`src/design/fdec_pkg.sv`:
```
// ----------------------------------------------------------------------------
// fdec_pkg
// Shared sizes, action codes, control struct and helpers of the decimating FIR.
// ----------------------------------------------------------------------------
package fdec_pkg;

    localparam int TAPS_PER_PHASE = 16;
    localparam int MAX_FACTOR     = 16;
    localparam int SAMPLE_WIDTH   = 24;

    localparam int HIST_LEN = TAPS_PER_PHASE * MAX_FACTOR;
    localparam int HA_W     = $clog2(HIST_LEN);
    localparam int LOG2_MAX = $clog2(MAX_FACTOR + 1) - 1;
    localparam int PH_W     = (LOG2_MAX > 0) ? LOG2_MAX : 1;
    localparam int FACT_W   = 3;
    localparam int CIX_W    = 8;
    localparam int ACT_W    = 2;
    localparam int FRAC     = SAMPLE_WIDTH - 1;
    localparam int ACC_W    = 2 * SAMPLE_WIDTH + HA_W;
    localparam int SH_W     = ACC_W - FRAC;

    localparam logic [ACC_W-1:0] RND_HALF = {{(ACC_W-1){1'b0}}, 1'b1} << (FRAC - 1);

    typedef enum logic [ACT_W-1:0] {
        ACT_SAMPLE = 2'd0,
        ACT_COEFF  = 2'd1,
        ACT_CLEAR  = 2'd2
    } t_action;

    typedef struct packed {
        logic vld;
        logic first;
        logic last;
    } t_mac_ctl;

    function automatic logic [FACT_W-1:0] eff_log2(input logic [FACT_W-1:0] f);
        if (32'(f) > LOG2_MAX) begin
            return FACT_W'(LOG2_MAX);
        end
        return f;
    endfunction

    function automatic logic [HA_W-1:0] tap_last(input logic [FACT_W-1:0] lg);
        int t;
        t = TAPS_PER_PHASE << lg;
        if (t > HIST_LEN) begin
            t = HIST_LEN;
        end
        return HA_W'(t - 1);
    endfunction

    // half-LSB round, floor, saturate to the sample range
    function automatic logic [SAMPLE_WIDTH-1:0] round_sat(input logic [ACC_W-1:0] acc);
        logic [ACC_W-1:0] u;
        logic [SH_W-1:0]  sh;
        logic [SAMPLE_WIDTH-1:0] res;
        u  = acc + RND_HALF;
        sh = u[ACC_W-1:FRAC];
        if (!sh[SH_W-1] && (|sh[SH_W-2:SAMPLE_WIDTH-1])) begin
            res = {1'b0, {(SAMPLE_WIDTH-1){1'b1}}};
        end else if (sh[SH_W-1] && !(&sh[SH_W-2:SAMPLE_WIDTH-1])) begin
            res = {1'b1, {(SAMPLE_WIDTH-1){1'b0}}};
        end else begin
            res = sh[SAMPLE_WIDTH-1:0];
        end
        return res;
    endfunction

endpackage

```
`src/design/fdec_mac.sv`:
```
// ----------------------------------------------------------------------------
// fdec_mac
// Registered multiply followed by a wide accumulator; rounds the final sum.
// ----------------------------------------------------------------------------
module fdec_mac (
    input  logic                                   i_clk,
    input  logic                                   i_rst_n,
    input  fdec_pkg::t_mac_ctl                     i_ctl,
    input  logic signed [fdec_pkg::SAMPLE_WIDTH-1:0] i_coef,
    input  logic signed [fdec_pkg::SAMPLE_WIDTH-1:0] i_hist,
    output logic                                   o_done,
    output logic [fdec_pkg::SAMPLE_WIDTH-1:0]      o_result
);
    import fdec_pkg::*;

    logic signed [2*SAMPLE_WIDTH-1:0] r_prod;
    logic                             r_pv;
    logic                             r_pfirst;
    logic                             r_plast;
    logic                             r_done;
    logic [ACC_W-1:0]                 r_acc;
    logic [ACC_W-1:0]                 n_acc;

    assign n_acc = (r_pfirst ? '0 : r_acc) + {{HA_W{r_prod[2*SAMPLE_WIDTH-1]}}, r_prod};

    always_ff @(posedge i_clk) begin
        if (!i_rst_n) begin
            r_pv     <= 1'b0;
            r_pfirst <= 1'b0;
            r_plast  <= 1'b0;
            r_done   <= 1'b0;
        end else begin
            r_pv     <= i_ctl.vld;
            r_pfirst <= i_ctl.first;
            r_plast  <= i_ctl.last;
            r_done   <= r_pv & r_plast;
        end
    end

    always_ff @(posedge i_clk) begin
        r_prod <= i_coef * i_hist;
        if (r_pv) begin
            r_acc <= n_acc;
        end
    end

    assign o_done   = r_done;
    assign o_result = round_sat(r_acc);

endmodule

```
`config.mk`:
```
export PLATFORM = sky130hd
export DESIGN_NAME = fdec_mac
export DESIGN_NICKNAME = d
export VERILOG_FILES = /design/src/design/fdec_pkg.sv /design/src/design/fdec_mac.sv
export SDC_FILE = /design/constraint.sdc
export NUM_CORES = 2
export LEC_CHECK = 0
export BUFFER_PORTS_ARGS = -buffer_cell sky130_fd_sc_hd__buf_4
export CORE_ASPECT_RATIO = 1.25
export CORE_MARGIN = 1
export CORE_UTILIZATION = 35
export DETAILED_ROUTE_END_ITERATION = 10
export HOLD_SLACK_MARGIN = 0.03
export SYNTH_ARGS = -nofsm -noshare
export SYNTH_HDL_FRONTEND = slang
export SYNTH_SLANG_ARGS = --single-unit
```
`constraint.sdc`:
```
create_clock -name i_clk -period 6.6 [get_ports i_clk]
set_input_delay 0.33 -clock i_clk [delete_from_list [all_inputs] [get_ports i_clk]]
set_output_delay 0.33 -clock i_clk [all_outputs]
set_load 0.02 [all_outputs]
```
# After elaboration in Yosys (flattened, before gate mapping)
# Cells that the tools add are included.
classes:
  n_addsub: 2
  multipliers: 1
  mux: 3
  bitwise: 1
  reduce_logical: 6
op_table:
  columns: ["op", "n"]
  rows:
  - ["$add A56 B23 Y56 const B", 1]
  - ["$add A56 B56 Y56", 1]
  - ["$mux W56", 1]
  - ["$mul A24 B24 Y48", 1]
  - ["$mux W24", 2]
  - ["$reduce_and A9 Y1", 1]
  - ["$reduce_or A9 Y1", 1]
  - ["$logic_and A1 B1 Y1", 2]
  - ["$logic_not A1 Y1", 2]
  - ["$and A1 B1 Y1", 1]
word_totals:
  reg_bits: 108
  in_bits: 53
  output_inout_bits: 25
  elab_cells: 19

# Depth between registers and ports, before layout
logic_depth:
  ltp_word: 6
  depth_mapped: 27
  depth_no_buf: 26

# Worst setup path after synthesis
# Ideal clock, no wire load.
synth_timing:
  path_type: "input to register"
  from: "input port i_coef[23] in the netlist's numbering"
  to: "register r_prod[47]"
  setup_time_ns: 0.072
  arrival_time_ns: 6.592
  required_ns: 6.528
  path_slack_ns: -0.065
  cell_stages: 21
  n_path_buf: 1
  path_cell_list: "clkbuf_1 > nand2_1 > inv_1 > fa_1 > fa_1 > inv_1 > fa_1 > inv_1 > fa_1 > fa_1 > fa_1 > fa_1 > ha_1 > a21o_1 > a21o_1 > a21oi_1 > nand3b_1 > nor3_2 > o31ai_2 > a221oi_2 > xnor2_1"
synth_via:
  elab_chain_cells: 1
synth_lines:
  columns: ["item", "line_no", "text"]
  rows:
  - ["from (decl)", "fdec_mac.sv:9", "input logic signed [fdec_pkg::SAMPLE_WIDTH-1:0] i_coef,"]
  - ["$mul A24 B24 Y48", "fdec_mac.sv:41", "r_prod <= i_coef * i_hist;"]
  - ["to (signal assigned)", "fdec_mac.sv:41", null]
  - ["to (decl)", "fdec_mac.sv:16", "logic signed [2*SAMPLE_WIDTH-1:0] r_prod;"]
# No other way between the ends.
# A chain may end at the register's enable or synchronous reset.

# Final worst setup path
layout_timing:
  from: "input port i_hist[12] in the netlist's numbering"
  to: "register r_prod[45]"
layout_via:
  elab_chain_cells: 1
layout_lines:
  columns: ["item", "line_no", "text"]
  rows:
  - ["from (decl)", "fdec_mac.sv:10", "input logic signed [fdec_pkg::SAMPLE_WIDTH-1:0] i_hist,"]
  - ["$mul A24 B24 Y48", "fdec_mac.sv:41", null]
# No other way between the ends.

==> results.yml <==
die:
  core_um2: 80000
  fp.dieH_um: 320
  die-area_um2: 81800
  io_pins: 78
  start_util_pct: 35.3
  rows: 116
  die_w_um: 256
global_routing:
  grt_start_max_net_pins: 58
  antenna_found_initial: 1
  grtUsageTotal_pct: 18.2
  grt_pass1_wl_um: 119000
  grt.overflow.total: 0
  grt_pass1_vias: 23005
synthesis:
  syn_area_um2: 28200
  synth_seq_cells: 108
  synth.area.top_cells: "fa_1 43%, ha_1 8.4%, inv_1 8.1%"
  synth.distinct_cells: 82
  ys_seq_area_share_pct: 9.65
  synth_top_family_by_area: "adder cells"
  synth_warnings: 0
  syn-instance-count: 3009
  synthMuxAreaShare_pct: 0.111
  syn_avg_cell_area_um2: 9.38
  synthArstFlopShare_pct: 0
  yosysTopAreaCell: "fa_1"
  synth-main-ff-cell: "edfxtp_1"
  yosys.area_share.simple_pct: 16.0
  synth_compound_area_share_pct: 8.46
  synth-edff-count: 56
  synth_nets: 3860
  synth_xor_area_share_pct: 4.18
  yosysTopAreaCellShare_pct: 43.1
  synthAdderAreaFrac_pct: 51.5
detailed_routing:
  drtIter0Drc: 847
  antenna_left: 0
  drc: 0
  first_pass_iters: 5
  wire_per_inst_um: 16.6
  vias_per_cell: 4.81
  routed_wl_um: 70900
  vias: 20527
sta:
  max_slew_margin_pct: 39.0
  setup_viol: 0
  skew_ns: 0.0100
  rsz0062_at_grt: "yes"
  min_period_over_period_pct: 96.7
  slew_viol_final: 0
  finalHoldViolations: 0
  timing.hold.ws_ns: 0.159
  tightest_slew_ns: 0.915
  min_period_ns: 6.38
  fmax_ghz: 0.157
cts:
  clock_latency_ns: 0.37
  h-tree-depth: 3
  clk_pin_slew_ns: 0.08
  cts_hold_buf: 0
  cts.sinks: 108
  root_buffer: "clkbuf_16"
  cts_buffers: 9
  cts_tree: "built"
  max-clock-path-buffers: 2
cells_and_area:
  final_nets: 4048
  utilization_pct: 39.8
  drive_gt1_share_pct: 12.6
  final_common_cell: "inv_1"
  fill_cells: 8015
  layout_common_cells: "611 x inv_1, 604 x fa_1, 344 x nand2_1"
  area_delta_synth_final_pct: 12.8
critical_path:
  slowest_stage: "fa_1"
  critical_path.max_fanout: 12
  worstPathRequired_ns: 6.89
  path_cells: "buf_4 -> buf_4 -> and2_1 -> fa_1 -> inv_1 -> fa_1 -> inv_1 -> fa_1 -> fa_1 -> fa_1 -> fa_1 -> fa_1 -> ha_1 -> nand2_1 -> nor2_2 -> nand3_2 -> or4_4 -> and2_4 -> o211ai_4 -> a31oi_4 -> o31ai_4 -> xor2_1"
  cp_common_cell: "fa_1"
  worstSetupPathType: "input pin to flip-flop"
  end_kind: "flip-flop"
  rrSetupSlack_ns: 2.41
  critPathArrivalTime_ns: 6.67
  worst-path-buf-inv: 4
  max_stage_delay_ns: 0.65
  cp-start-kind: "input pin"
  cp_top_family: "adder cells"
placement:
  place_hpwl_um: 62600
  place.gp.congestion: 0.899
  portBuffers: 77
status:
  status: "finished clean"
flow_run:
  maxCapViolCount: 0
hold_path:
  min_path_type: "input pin to flip-flop"
cells in the mapped netlist, types with 4 or more instances:
library cell and n:
nor3_1 13, dfxtp_1 52, xnor2_1 86, edfxtp_1 56, or3_1 4, nand3_1 32
and3_1 24, ha_1 190, and2_1 279, o21ai_2 21, o21ai_0 45, buf_1 4
and4_1 4, o2111ai_1 7, a21oi_1 105, o21ai_1 7, nand3_2 4, o21a_1 10
inv_1 611, nand2_1 344, nor2_1 53, a21o_1 58, buf_2 11, buf_6 4
nor2b_1 62, nand2b_1 16, o211ai_1 8, fa_1 608, xor2_1 45, o31ai_1 5
o21bai_1 23, a211oi_1 8, a31oi_1 11, clkbuf_1 111, nand4_1 19
layer usage:
layer | global-route usage (%) | wire length [um] | vias up
li1 | - | - | 9578
met1 | 21.1 | 28600 | 10459
met2 | 34.6 | 37800 | 365
met3 | 1.30 | 1940 | 125
met4 | 6.83 | 2650 | 0
met5 | 0 | 0 | -
sequential cells by signal, summed over array words and instances (netlist names):
register,cells
r_pfirst,1
o_done,1
r_plast,1
r_pv,1
r_prod,48
r_acc,56
layout make-up:
cell class,instances,area (um^2),area share [%]
flip-flops and latches,108,2730,8.56
multi-input cells,2158,22800,71.4
clock inverters,7,63.8,0.200
clock buffers,9,225,0.707
well taps,1062,1330,4.17
repair buffers,307,2440,7.67
diodes,3,7.51,0.0236
inverters,613,2300,7.22
cells by family after synthesis:
family	Yosys count
simple gates	875
fa+ha+maj	798
buf+inv	743
compound gates	349
xor+xnor	133
flops	108
mux	3
path summary, 6_finish.rpt:
path,start,to,cells after the start
max,i_hist[12],r_prod[45],22
min,i_ctl[2],r_pv,2
max reg2reg,r_pfirst,r_acc[41],13
min reg2reg,r_plast,o_done,1
per-stage QoR:
stage	setup TNS (ns)	cell area [um^2]	cells	worst slack, ns
2_1_floorplan	0	28200	3009	0.0605
3_3_place_gp	-1.27	31500	4246	-0.229
3_5_place_dp	-1.90	31500	4246	-0.309
4_1_cts	0	31700	4262	0.0569
5_1_grt	-0.0174	31800	4264	-0.00755
6_report	0	31800	4267	0.217
repair_timing:
item	4_1_cts	5_1_grt
gates resized for setup	0	18
endpoints found under the hold margin	0	0
endpoints found under the setup margin	0	8
setup buffers	0	2
Power is not shown: default switching activity piles up to over one toggle a cycle in this logic, so the estimate is an artifact.
